$ cat config.mk
export PLATFORM = sky130hd
export DESIGN_NAME = point_light_accumulator_unit
export DESIGN_NICKNAME = d
export VERILOG_FILES = /design/src/hdl/plac_pkg.sv /design/src/hdl/plac_ram.sv /design/src/hdl/plac_datapath.sv /design/src/hdl/plac_ctrl.sv /design/src/hdl/point_light_accumulator_unit.sv
export SDC_FILE = /design/constraint.sdc
export NUM_CORES = 2
export LEC_CHECK = 0
export BUFFER_PORTS_ARGS = -buffer_cell sky130_fd_sc_hd__buf_2
export CORE_MARGIN = 10
export CORE_UTILIZATION = 45
export DETAILED_ROUTE_END_ITERATION = 7
export GPL_ROUTABILITY_DRIVEN = 0
export PLACE_DENSITY = 0.69
export SLEW_MARGIN = 0
export SYNTH_ARGS = -nofsm -noshare
export SYNTH_HDL_FRONTEND = slang
export SYNTH_HIERARCHICAL = 1
export SYNTH_SLANG_ARGS = --single-unit
$ cat constraint.sdc
create_clock -name aclk -period 12.15 [get_ports aclk]
set_clock_uncertainty 0.2 [all_clocks]
set_input_delay 0.6075 -clock aclk [delete_from_list [all_inputs] [get_ports aclk]]
set_output_delay 0.6075 -clock aclk [all_outputs]
set_load 0.03 [all_outputs]
$ cat src/hdl/plac_pkg.sv
`timescale 1ns / 1ps
// ============================================================================
// plac_pkg
// Shared constants, light table entry layout and controller interface types
// for the point light accumulator.
// ============================================================================
package plac_pkg;

    localparam int LIGHT_COUNT_DEF = 32;

    localparam int COORD_W  = 16;
    localparam int SLOT_W   = 5;
    localparam int RADIUS_W = 12;
    localparam int TIME_W   = 32;
    localparam int LEVEL_W  = 8;

    localparam int DIFF_W = COORD_W + 1;
    localparam int PROD_W = 2 * COORD_W;
    localparam int DIST_W = PROD_W + 2;
    localparam int ROOT_W = 2 * RADIUS_W;

    localparam logic [LEVEL_W-1:0] LEVEL_FULL  = 8'd255;
    localparam logic [LEVEL_W-1:0] LEVEL_VIEW  = 8'd32;
    localparam logic [LEVEL_W-1:0] SHADE_MIN   = 8'd32;
    localparam logic [LEVEL_W-1:0] AMBIENT_MAX = 8'd64;

    localparam logic REQ_WRITE = 1'b0;
    localparam logic REQ_QUERY = 1'b1;

    localparam logic [1:0] SEL_X = 2'd0;
    localparam logic [1:0] SEL_Y = 2'd1;
    localparam logic [1:0] SEL_Z = 2'd2;
    localparam logic [1:0] SEL_R = 2'd3;

    localparam logic [ROOT_W-1:0] ROOT_BIT_INIT = ROOT_W'(1) << (ROOT_W - 2);

    typedef struct packed {
        logic signed [COORD_W-1:0]  x;
        logic signed [COORD_W-1:0]  y;
        logic signed [COORD_W-1:0]  z;
        logic        [RADIUS_W-1:0] reach;
        logic        [TIME_W-1:0]   expiry;
    } light_entry_t;

    typedef struct packed {
        logic       wr_en;
        logic       capture;
        logic       idx_clr;
        logic       idx_inc;
        logic       prod_load;
        logic [1:0] mul_sel;
        logic       d2_clr;
        logic       d2_add;
        logic       sq_start;
        logic       sq_step;
        logic       acc_add;
        logic       out_load;
    } plac_cmd_t;

    typedef struct packed {
        logic in_query;
        logic in_full;
        logic hit;
        logic sq_last;
        logic idx_last;
        logic out_free;
    } plac_sts_t;

endpackage

$ cat src/hdl/plac_ram.sv
`timescale 1ns / 1ps
// ============================================================================
// plac_ram
// Generic single write port, single read port RAM with registered read data.
// ============================================================================
module plac_ram #(
    parameter int DATA_W = 8,
    parameter int DEPTH  = 32,
    parameter int ADDR_W = (DEPTH > 1) ? $clog2(DEPTH) : 1
) (
    input  logic              aclk,
    input  logic              we,
    input  logic [ADDR_W-1:0] waddr,
    input  logic [DATA_W-1:0] wdata,
    input  logic [ADDR_W-1:0] raddr,
    output logic [DATA_W-1:0] rdata
);

    logic [DATA_W-1:0] mem_reg [DEPTH];
    logic [DATA_W-1:0] rdata_reg;

    always_ff @(posedge aclk) begin
        if (we) begin
            mem_reg[waddr] <= wdata;
        end
        rdata_reg <= mem_reg[raddr];
    end

    assign rdata = rdata_reg;

endmodule

$ cat src/hdl/plac_datapath.sv
`timescale 1ns / 1ps
// ============================================================================
// plac_datapath
// Light table, shared squaring multiplier, distance compare, bit-serial
// square root, level accumulator and output register.
// ============================================================================
module plac_datapath
    import plac_pkg::*;
#(
    parameter int LIGHT_COUNT = LIGHT_COUNT_DEF
) (
    input  logic                       aclk,
    input  logic                       aresetn,
    input  plac_cmd_t                  cmd,
    output plac_sts_t                  sts,
    input  logic                       s_req_type,
    input  logic [SLOT_W-1:0]          s_light_slot,
    input  logic signed [COORD_W-1:0]  s_coord_x,
    input  logic signed [COORD_W-1:0]  s_coord_y,
    input  logic signed [COORD_W-1:0]  s_coord_z,
    input  logic [RADIUS_W-1:0]        s_light_radius,
    input  logic [TIME_W-1:0]          s_expire_time,
    input  logic [TIME_W-1:0]          s_now_time,
    input  logic [LEVEL_W-1:0]         s_base_light,
    input  logic                       s_full_bright,
    input  logic                       s_view_model,
    output logic                       m_valid,
    input  logic                       m_ready,
    output logic [LEVEL_W-1:0]         m_ambient_level,
    output logic [LEVEL_W-1:0]         m_shade_level
);

    localparam int IDX_W   = (LIGHT_COUNT > 1) ? $clog2(LIGHT_COUNT) : 1;
    localparam int ACC_W   = 13 + $clog2(LIGHT_COUNT + 1);
    localparam int ENTRY_W = $bits(light_entry_t);

    logic [IDX_W-1:0]         idx_reg, idx_next;
    logic [LIGHT_COUNT-1:0]   valid_reg, valid_next;
    logic                     ent_valid_reg;
    logic signed [COORD_W-1:0] qx_reg, qy_reg, qz_reg;
    logic [TIME_W-1:0]        now_reg;
    logic                     fb_reg;
    logic [ACC_W-1:0]         acc_reg, acc_next;
    logic [PROD_W-1:0]        prod_reg;
    logic [DIST_W-1:0]        d2_reg, d2_next;
    logic [ROOT_W-1:0]        rem_reg, rem_next;
    logic [ROOT_W-1:0]        res_reg, res_next;
    logic [ROOT_W-1:0]        bit_reg, bit_next;
    logic                     m_valid_reg, m_valid_next;
    logic [LEVEL_W-1:0]       amb_reg, shade_reg;

    logic [8:0]               slot_ext;
    logic [IDX_W-1:0]         waddr;
    logic                     in_range;
    logic                     ram_we;
    light_entry_t             wr_entry;
    logic [ENTRY_W-1:0]       rdata;
    light_entry_t             ent;
    logic signed [DIFF_W-1:0] sq_in;
    logic signed [2*DIFF_W-1:0] sq_full;
    logic [ROOT_W:0]          trial;
    logic [ACC_W-1:0]         acc_init;
    logic [LEVEL_W-1:0]       amb_calc, shade_calc;

    assign slot_ext = {4'b0, s_light_slot};
    assign waddr    = slot_ext[IDX_W-1:0];
    assign in_range = slot_ext < 9'(LIGHT_COUNT);
    assign ram_we   = cmd.wr_en && in_range;

    assign wr_entry = '{x: s_coord_x, y: s_coord_y, z: s_coord_z,
                        reach: s_light_radius, expiry: s_expire_time};

    plac_ram #(
        .DATA_W (ENTRY_W),
        .DEPTH  (LIGHT_COUNT),
        .ADDR_W (IDX_W)
    ) u_table (
        .aclk  (aclk),
        .we    (ram_we),
        .waddr (waddr),
        .wdata (wr_entry),
        .raddr (idx_reg),
        .rdata (rdata)
    );

    // never-written slots read as the all-zero reset entry
    assign ent = ent_valid_reg ? light_entry_t'(rdata) : '0;

    always_comb begin
        case (cmd.mul_sel)
            SEL_X:   sq_in = {qx_reg[COORD_W-1], qx_reg} - {ent.x[COORD_W-1], ent.x};
            SEL_Y:   sq_in = {qy_reg[COORD_W-1], qy_reg} - {ent.y[COORD_W-1], ent.y};
            SEL_Z:   sq_in = {qz_reg[COORD_W-1], qz_reg} - {ent.z[COORD_W-1], ent.z};
            default: sq_in = {{(DIFF_W-RADIUS_W){1'b0}}, ent.reach};
        endcase
    end

    assign sq_full = sq_in * sq_in;
    assign trial   = {1'b0, res_reg} + {1'b0, bit_reg};
    assign acc_init = (s_view_model && (s_base_light < LEVEL_VIEW)) ?
                      ACC_W'(LEVEL_VIEW) : ACC_W'(s_base_light);

    always_comb begin
        idx_next = idx_reg;
        if (cmd.idx_clr) begin
            idx_next = '0;
        end else if (cmd.idx_inc) begin
            idx_next = idx_reg + IDX_W'(1);
        end

        valid_next = valid_reg;
        if (ram_we) begin
            valid_next[waddr] = 1'b1;
        end

        d2_next = d2_reg;
        if (cmd.d2_clr) begin
            d2_next = '0;
        end else if (cmd.d2_add) begin
            d2_next = d2_reg + DIST_W'(prod_reg);
        end

        rem_next = rem_reg;
        res_next = res_reg;
        bit_next = bit_reg;
        if (cmd.sq_start) begin
            rem_next = d2_reg[ROOT_W-1:0];
            res_next = '0;
            bit_next = ROOT_BIT_INIT;
        end else if (cmd.sq_step) begin
            if ({1'b0, rem_reg} >= trial) begin
                rem_next = rem_reg - trial[ROOT_W-1:0];
                res_next = (res_reg >> 1) + bit_reg;
            end else begin
                res_next = res_reg >> 1;
            end
            bit_next = bit_reg >> 2;
        end

        acc_next = acc_reg;
        if (cmd.capture) begin
            acc_next = acc_init;
        end else if (cmd.acc_add) begin
            acc_next = acc_reg + ACC_W'(ent.reach) - ACC_W'(res_reg[RADIUS_W-1:0]);
        end

        m_valid_next = m_valid_reg;
        if (cmd.out_load) begin
            m_valid_next = 1'b1;
        end else if (m_ready) begin
            m_valid_next = 1'b0;
        end
    end

    always_comb begin
        if (fb_reg) begin
            amb_calc   = LEVEL_FULL;
            shade_calc = LEVEL_FULL;
        end else begin
            amb_calc = (acc_reg > ACC_W'(AMBIENT_MAX)) ? AMBIENT_MAX : acc_reg[LEVEL_W-1:0];
            if (acc_reg > ACC_W'(LEVEL_FULL)) begin
                shade_calc = LEVEL_FULL;
            end else if (acc_reg < ACC_W'(SHADE_MIN)) begin
                shade_calc = SHADE_MIN;
            end else begin
                shade_calc = acc_reg[LEVEL_W-1:0];
            end
        end
    end

    always_ff @(posedge aclk) begin
        if (!aresetn) begin
            valid_reg   <= '0;
            m_valid_reg <= 1'b0;
            idx_reg     <= '0;
        end else begin
            valid_reg   <= valid_next;
            m_valid_reg <= m_valid_next;
            idx_reg     <= idx_next;
        end
    end

    always_ff @(posedge aclk) begin
        ent_valid_reg <= valid_reg[idx_reg];
        if (cmd.capture) begin
            qx_reg  <= s_coord_x;
            qy_reg  <= s_coord_y;
            qz_reg  <= s_coord_z;
            now_reg <= s_now_time;
            fb_reg  <= s_full_bright;
        end
        if (cmd.prod_load) begin
            prod_reg <= sq_full[PROD_W-1:0];
        end
        if (cmd.out_load) begin
            amb_reg   <= amb_calc;
            shade_reg <= shade_calc;
        end
        acc_reg <= acc_next;
        d2_reg  <= d2_next;
        rem_reg <= rem_next;
        res_reg <= res_next;
        bit_reg <= bit_next;
    end

    // prod_reg holds radius squared, d2_reg the distance squared
    assign sts.in_query = (s_req_type == REQ_QUERY);
    assign sts.in_full  = s_full_bright;
    assign sts.hit      = (ent.expiry >= now_reg) && (d2_reg <= DIST_W'(prod_reg));
    assign sts.sq_last  = bit_reg[0];
    assign sts.idx_last = (idx_reg == IDX_W'(LIGHT_COUNT - 1));
    assign sts.out_free = !m_valid_reg || m_ready;

    assign m_valid         = m_valid_reg;
    assign m_ambient_level = amb_reg;
    assign m_shade_level   = shade_reg;

endmodule

$ cat src/hdl/plac_ctrl.sv
`timescale 1ns / 1ps
// ============================================================================
// plac_ctrl
// Sequencer: takes items, walks the light table one entry at a time and
// hands the finished levels to the output register.
// ============================================================================
module plac_ctrl
    import plac_pkg::*;
(
    input  logic      aclk,
    input  logic      aresetn,
    input  logic      s_valid,
    output logic      s_ready,
    output plac_cmd_t cmd,
    input  plac_sts_t sts
);

    localparam logic [3:0] S_IDLE  = 4'd0;
    localparam logic [3:0] S_FETCH = 4'd1;
    localparam logic [3:0] S_MX    = 4'd2;
    localparam logic [3:0] S_MY    = 4'd3;
    localparam logic [3:0] S_MZ    = 4'd4;
    localparam logic [3:0] S_MR    = 4'd5;
    localparam logic [3:0] S_CMP   = 4'd6;
    localparam logic [3:0] S_SQRT  = 4'd7;
    localparam logic [3:0] S_ACC   = 4'd8;
    localparam logic [3:0] S_DONE  = 4'd9;

    logic [3:0] state_reg, state_next;

    always_comb begin
        state_next = state_reg;
        cmd        = '0;
        cmd.mul_sel = SEL_X;
        s_ready    = 1'b0;
        case (state_reg)
            S_IDLE: begin
                s_ready = 1'b1;
                if (s_valid) begin
                    if (sts.in_query) begin
                        cmd.capture = 1'b1;
                        cmd.idx_clr = 1'b1;
                        state_next  = sts.in_full ? S_DONE : S_FETCH;
                    end else begin
                        cmd.wr_en = 1'b1;
                    end
                end
            end
            S_FETCH: begin
                state_next = S_MX;
            end
            S_MX: begin
                cmd.mul_sel   = SEL_X;
                cmd.prod_load = 1'b1;
                cmd.d2_clr    = 1'b1;
                state_next    = S_MY;
            end
            S_MY: begin
                cmd.mul_sel   = SEL_Y;
                cmd.prod_load = 1'b1;
                cmd.d2_add    = 1'b1;
                state_next    = S_MZ;
            end
            S_MZ: begin
                cmd.mul_sel   = SEL_Z;
                cmd.prod_load = 1'b1;
                cmd.d2_add    = 1'b1;
                state_next    = S_MR;
            end
            S_MR: begin
                cmd.mul_sel   = SEL_R;
                cmd.prod_load = 1'b1;
                cmd.d2_add    = 1'b1;
                state_next    = S_CMP;
            end
            S_CMP: begin
                cmd.sq_start = 1'b1;
                if (sts.hit) begin
                    state_next = S_SQRT;
                end else if (sts.idx_last) begin
                    state_next = S_DONE;
                end else begin
                    cmd.idx_inc = 1'b1;
                    state_next  = S_FETCH;
                end
            end
            S_SQRT: begin
                cmd.sq_step = 1'b1;
                if (sts.sq_last) begin
                    state_next = S_ACC;
                end
            end
            S_ACC: begin
                cmd.acc_add = 1'b1;
                if (sts.idx_last) begin
                    state_next = S_DONE;
                end else begin
                    cmd.idx_inc = 1'b1;
                    state_next  = S_FETCH;
                end
            end
            S_DONE: begin
                if (sts.out_free) begin
                    cmd.out_load = 1'b1;
                    state_next   = S_IDLE;
                end
            end
            default: begin
                state_next = S_IDLE;
            end
        endcase
    end

    always_ff @(posedge aclk) begin
        if (!aresetn) begin
            state_reg <= S_IDLE;
        end else begin
            state_reg <= state_next;
        end
    end

endmodule

$ cat src/hdl/point_light_accumulator_unit.sv
`timescale 1ns / 1ps
// Sequence: a light write is taken in the idle state. A query walks each table entry
//   through fetch, x, y, z and radius squaring and compare, plus a 12-step root and an
//   accumulate for each live light in reach; a full bright query skips the walk.
// Throughput: one item at a time, set by the table walk. A result waits in the output
//   register while the next item is taken; a later query stalls until it is taken.
// Reset: synchronous, active low; all table slots read as zero after reset.
// ============================================================================
// point_light_accumulator_unit
// Point light table with query of ambient and shade levels at a point.
// ============================================================================
module point_light_accumulator_unit
    import plac_pkg::*;
#(
    parameter int LIGHT_COUNT = LIGHT_COUNT_DEF
) (
    input  logic                      aclk,
    input  logic                      aresetn,
    input  logic                      s_valid,
    output logic                      s_ready,
    input  logic                      s_req_type,
    input  logic [SLOT_W-1:0]         s_light_slot,
    input  logic signed [COORD_W-1:0] s_coord_x,
    input  logic signed [COORD_W-1:0] s_coord_y,
    input  logic signed [COORD_W-1:0] s_coord_z,
    input  logic [RADIUS_W-1:0]       s_light_radius,
    input  logic [TIME_W-1:0]         s_expire_time,
    input  logic [TIME_W-1:0]         s_now_time,
    input  logic [LEVEL_W-1:0]        s_base_light,
    input  logic                      s_full_bright,
    input  logic                      s_view_model,
    output logic                      m_valid,
    input  logic                      m_ready,
    output logic [LEVEL_W-1:0]        m_ambient_level,
    output logic [LEVEL_W-1:0]        m_shade_level
);

    plac_cmd_t cmd;
    plac_sts_t sts;

    plac_ctrl u_ctrl (
        .aclk    (aclk),
        .aresetn (aresetn),
        .s_valid (s_valid),
        .s_ready (s_ready),
        .cmd     (cmd),
        .sts     (sts)
    );

    plac_datapath #(
        .LIGHT_COUNT (LIGHT_COUNT)
    ) u_datapath (
        .aclk            (aclk),
        .aresetn         (aresetn),
        .cmd             (cmd),
        .sts             (sts),
        .s_req_type      (s_req_type),
        .s_light_slot    (s_light_slot),
        .s_coord_x       (s_coord_x),
        .s_coord_y       (s_coord_y),
        .s_coord_z       (s_coord_z),
        .s_light_radius  (s_light_radius),
        .s_expire_time   (s_expire_time),
        .s_now_time      (s_now_time),
        .s_base_light    (s_base_light),
        .s_full_bright   (s_full_bright),
        .s_view_model    (s_view_model),
        .m_valid         (m_valid),
        .m_ready         (m_ready),
        .m_ambient_level (m_ambient_level),
        .m_shade_level   (m_shade_level)
    );

endmodule

==> out/qor.log <==
qor: critical_path.critical_path_arrival 11020 ps
qor: critical_path.critical_path.reg2reg.startpoint u_datapath/ent_valid_reg$_DFF_P_
qor: global_route.grt.total_usage 21.7%
qor: detailed_routing.drt_drc 0
qor: logic_synthesis.dominantRegCellSynth sky130_fd_sc_hd__edfxtp_1
qor: floorplan.boundaryPins 162
qor: power.power_switching_share 37.8%
qor: hold_path.hp-start s_coord_y[3]
qor: detailed_routing.detail_route.wl_per_cell 28.4 um
qor: critical_path.critPathKind reg2reg
qor: timing.totalNegativeSetupSlack 0 ps
qor: detailed_routing.via_count 80611
qor: logic_synthesis.mappedNetlistArea 0.143 mm^2
qor: hold_path.holdPathEnd u_datapath/qy_reg[3]$_DFFE_PP_
qor: detailed_routing.totalWireLength 380 mm
qor: floorplan.initial_core_util 45.3%
qor: floorplan.die_area 0.340 mm^2
qor: place.numPlacedInstances 12615
qor: critical_path.worst_r2r_path_depth 32
qor: logic_synthesis.synthArstFlopShare 0%
qor: clocking.clkSinkCount 3320
qor: power.combPwrFrac 52.9%
qor: critical_path.reg2reg_capture_point u_datapath/prod_reg[30]$_DFFE_PP_
qor: clocking.clk_pin_slew_worst_paths 60 ps
qor: logic_synthesis.syn_area_per_cell 16.7 um^2
qor: power.total_leakage_power 52.6 nW
qor: final_layout.fin_nets 9638
qor: critical_path.critical_path_peak_fanout 45
qor: power.switching_power 20.0 mW
qor: floorplan.dieHeight 583 um
qor: detailed_routing.dr.first_iter.drc_count 8572
qor: logic_synthesis.yosysWarningCount 6
qor: timing.setup_violations 0
qor: logic_synthesis.synth.yosys.seq_area_share 68.3%
qor: clocking.cts_root_buffer sky130_fd_sc_hd__clkbuf_16
qor: timing.finalCritPeriodShare 86.8%
qor: global_route.antenna_found_initial 49
qor: detailed_routing.ant_nets 0
qor: hold_path.holdPathStages 1
qor: run.cap_violations 0
qor: critical_path.timing.critical_path.slowest_stage_cell sky130_fd_sc_hd__a21oi_1
qor: timing.achievable_frequency 94.8 MHz
qor: global_route.maximum_number_of_pins_on_one_net_before_global_route_repair 134
qor: logic_synthesis.synth-edff-count 3115
qor: clocking.clock_insertion_delay_worst_skew 940 ps
qor: timing.worst-slew-pin-transition 1410 ps
qor: timing.finalCriticalPeriod 10540 ps
qor: global_route.globalRoute.totalOverflow 0
qor: power.power_density_over_the_cells 328 mW/mm^2
qor: final_layout.most_common_library_cell_in_the_layout_ignoring_fill_and_taps sky130_fd_sc_hd__edfxtp_1
qor: floorplan.floorplan.core_area 0.315 mm^2
qor: detailed_routing.via_cell_ratio 6.03
qor: critical_path.timing.critical_path.from_type flip-flop
qor: hold_path.min_path_type in2reg
qor: critical_path.worst-endpoint-required 12620 ps
qor: logic_synthesis.synthesis.instances 8550
qor: floorplan.die_x 583 um
qor: outcome.run_status finished clean
qor: critical_path.max_stage_delay 790 ps
qor: power.pwr-share-seq 27.7%
qor: timing.hold_violations 0
qor: power.int_power 32.8 mW
qor: place.dp_hpwl 212 mm
qor: place.port-buffer-count 161
qor: timing.maxSlewViolCount 0
qor: final_layout.largest_register_ff_count 2944
qor: critical_path.rrSetupSlack 1610 ps
qor: global_route.grt_pass1_wl 553 mm
qor: detailed_routing.detailedRoute.firstPassIterationCount 8
qor: clocking.tritoncts_clock_tree yes
qor: final_layout.synthToLayoutAreaGrowth 12.7%
qor: final_layout.final_cells 13373
qor: timing.rsz0062_at_grt no
qor: logic_synthesis.postSynthNetCount 9269
qor: final_layout.layout_common_cells sky130_fd_sc_hd__edfxtp_1, sky130_fd_sc_hd__mux2i_1, sky130_fd_sc_hd__a22oi_1, sky130_fd_sc_hd__inv_1, sky130_fd_sc_hd__mux4_2
qor: clocking.cts_buffer_depth 4
qor: critical_path.cp-end-kind flip-flop
qor: floorplan.rows 206
qor: clocking.numCtsBuffers 339
qor: final_layout.final_design_utilization 51.0%
qor: global_route.number_of_global_route_vias_before_repair 80840
qor: logic_synthesis.post_synth_num_cell_types 90
qor: power.power_frac_clock 19.4%
qor: final_layout.drive_gt1_share 13.9%
qor: timing.timing.max_slew.rel_slack 5.96%
qor: clocking.cts_htree_levels 5
qor: logic_synthesis.ys_ff_latch 3320
qor: power.ir_worst_vdd 1.29 mV
==> metal layers <==
layer	part of all wire [%]	routed length, um	GRT usage (%)
met1	39	147000	29.3
met4	4.0	15100	7.90
met3	9.5	35900	3.89
met5	0.037	142	0
met2	48	181000	35.3
==> critical path, delay by kind of cell, from the launching register on <==
kind	cells	cell delay [ps]
AOI/OAI and AO/OA	16	4230
xor gates and xnor gates	1	90
DFF	1	700
buffers and inverters	2	640
adders and majority gates	8	3690
and+or+nand+nor	5	750
==> repair_timing <==
action / in CTS / in global routing
hold buffers: 123 / 0
gates resized for setup: 0 / 0
endpoints found under the hold margin: 2257 / 0
setup buffers: 0 / 0
==> worst max path at each step <==
stage | endpoint | depth (start not counted) | start
after detailed placement | u_datapath/prod_reg[31]$_DFFE_PP_ | 32 | u_datapath/ent_valid_reg$_DFF_P_
after floorplan | u_datapath/prod_reg[30]$_DFFE_PP_ | 38 | u_datapath/ent_valid_reg$_DFF_P_
final | u_datapath/prod_reg[30]$_DFFE_PP_ | 32 | u_datapath/ent_valid_reg$_DFF_P_
after global routing | u_datapath/prod_reg[30]$_DFFE_PP_ | 32 | u_datapath/ent_valid_reg$_DFF_P_
after CTS | u_datapath/prod_reg[31]$_DFFE_PP_ | 32 | u_datapath/ent_valid_reg$_DFF_P_
after global placement | u_datapath/prod_reg[31]$_DFFE_PP_ | 32 | u_datapath/ent_valid_reg$_DFF_P_
==> cell families (layout without fill, tap and decap cells) <==
group           count (synthesis)  after routing  share of synthesized area, %
flops                        3320           3320                          68.3
simple gates                 1237           1237                          4.13
compound gates               1206           1206                          5.94
mux                          1153           1153                          11.4
buf+inv                       885           1533                          2.62
fa+ha+maj                     575            575                          6.48
xor+xnor                      174            174                          1.07
other cells                     0             15                             0
==> stage by stage <==
stage / total power, mW / cell area [um^2] / hold slack [ps] / worst slack [ps]
floorplan: 37.3 / 143000 / 235 / 2580
global placement: 42.1 / 149000 / 241 / 1860
detailed placement: 42.9 / 149000 / 252 / 1760
CTS: 53.2 / 161000 / 0.344 / 1750
global route: 57.1 / 161000 / 61.9 / 1120
finish: 52.8 / 161000 / 35.9 / 1610
==> power by group through the flow <==
stage	registers [mW]	logic, mW	clock network, mW
final	14.6	28.0	10.3
after global routing	14.6	31.6	10.9
after CTS	14.6	28.2	10.4
after detailed placement	14.9	28.0	0
after global placement	14.9	27.2	0
after floorplan	14.8	22.5	0
==> synthesized netlist by cell type, types with 11 or more instances <==
| cell type | n | area share (%) |
|---|---|---|
| sky130_fd_sc_hd__a31oi_1 | 93 | 0.41 |
| sky130_fd_sc_hd__a22o_1 | 58 | 0.36 |
| sky130_fd_sc_hd__or2_2 | 14 | 0.061 |
| sky130_fd_sc_hd__nand3_1 | 218 | 0.76 |
| sky130_fd_sc_hd__a211oi_1 | 54 | 0.28 |
| sky130_fd_sc_hd__fa_1 | 275 | 3.9 |
| sky130_fd_sc_hd__a22oi_1 | 486 | 2.6 |
| sky130_fd_sc_hd__nor4_1 | 14 | 0.061 |
| sky130_fd_sc_hd__clkbuf_1 | 199 | 0.52 |
| sky130_fd_sc_hd__o21a_1 | 39 | 0.20 |
| sky130_fd_sc_hd__nand2b_1 | 38 | 0.17 |
| sky130_fd_sc_hd__and3_1 | 25 | 0.11 |
| sky130_fd_sc_hd__o21bai_1 | 33 | 0.17 |
| sky130_fd_sc_hd__buf_6 | 17 | 0.13 |
| sky130_fd_sc_hd__nor3_1 | 53 | 0.19 |
| sky130_fd_sc_hd__nand4_1 | 55 | 0.24 |
| sky130_fd_sc_hd__ha_1 | 300 | 2.6 |
| sky130_fd_sc_hd__o31ai_1 | 11 | 0.058 |
| sky130_fd_sc_hd__xor2_1 | 56 | 0.34 |
| sky130_fd_sc_hd__a21o_1 | 61 | 0.32 |
| sky130_fd_sc_hd__o21ai_0 | 98 | 0.34 |
| sky130_fd_sc_hd__nor2b_1 | 62 | 0.27 |
| sky130_fd_sc_hd__or3_1 | 14 | 0.061 |
| sky130_fd_sc_hd__nand3b_1 | 11 | 0.058 |
| sky130_fd_sc_hd__edfxtp_1 | 3115 | 65 |
| sky130_fd_sc_hd__buf_1 | 25 | 0.066 |
| sky130_fd_sc_hd__and2_1 | 52 | 0.23 |
| sky130_fd_sc_hd__nand2_1 | 286 | 0.75 |
| sky130_fd_sc_hd__buf_4 | 41 | 0.22 |
| sky130_fd_sc_hd__mux4_2 | 379 | 6.0 |
| sky130_fd_sc_hd__a21oi_1 | 164 | 0.57 |
| sky130_fd_sc_hd__nor2_1 | 353 | 0.93 |
| sky130_fd_sc_hd__buf_2 | 112 | 0.39 |
| sky130_fd_sc_hd__xnor2_1 | 118 | 0.72 |
| sky130_fd_sc_hd__nor3b_1 | 11 | 0.058 |
| sky130_fd_sc_hd__inv_1 | 484 | 1.3 |
| sky130_fd_sc_hd__mux2i_1 | 764 | 5.4 |
| sky130_fd_sc_hd__dfxtp_1 | 205 | 2.9 |
==> layout make-up <==
class                   count  area, um^2
diodes                     15        37.5
clock buffers             462        9350
clock inverters           158        1630
fillers                 25154      155000
inverters                 491        1840
multi-input cells        4345       41800
flip-flops and latches   3320       97700
well taps                4160        5200
repair buffers            422        3390
Note: power is estimated with default switching activity, not from simulation.
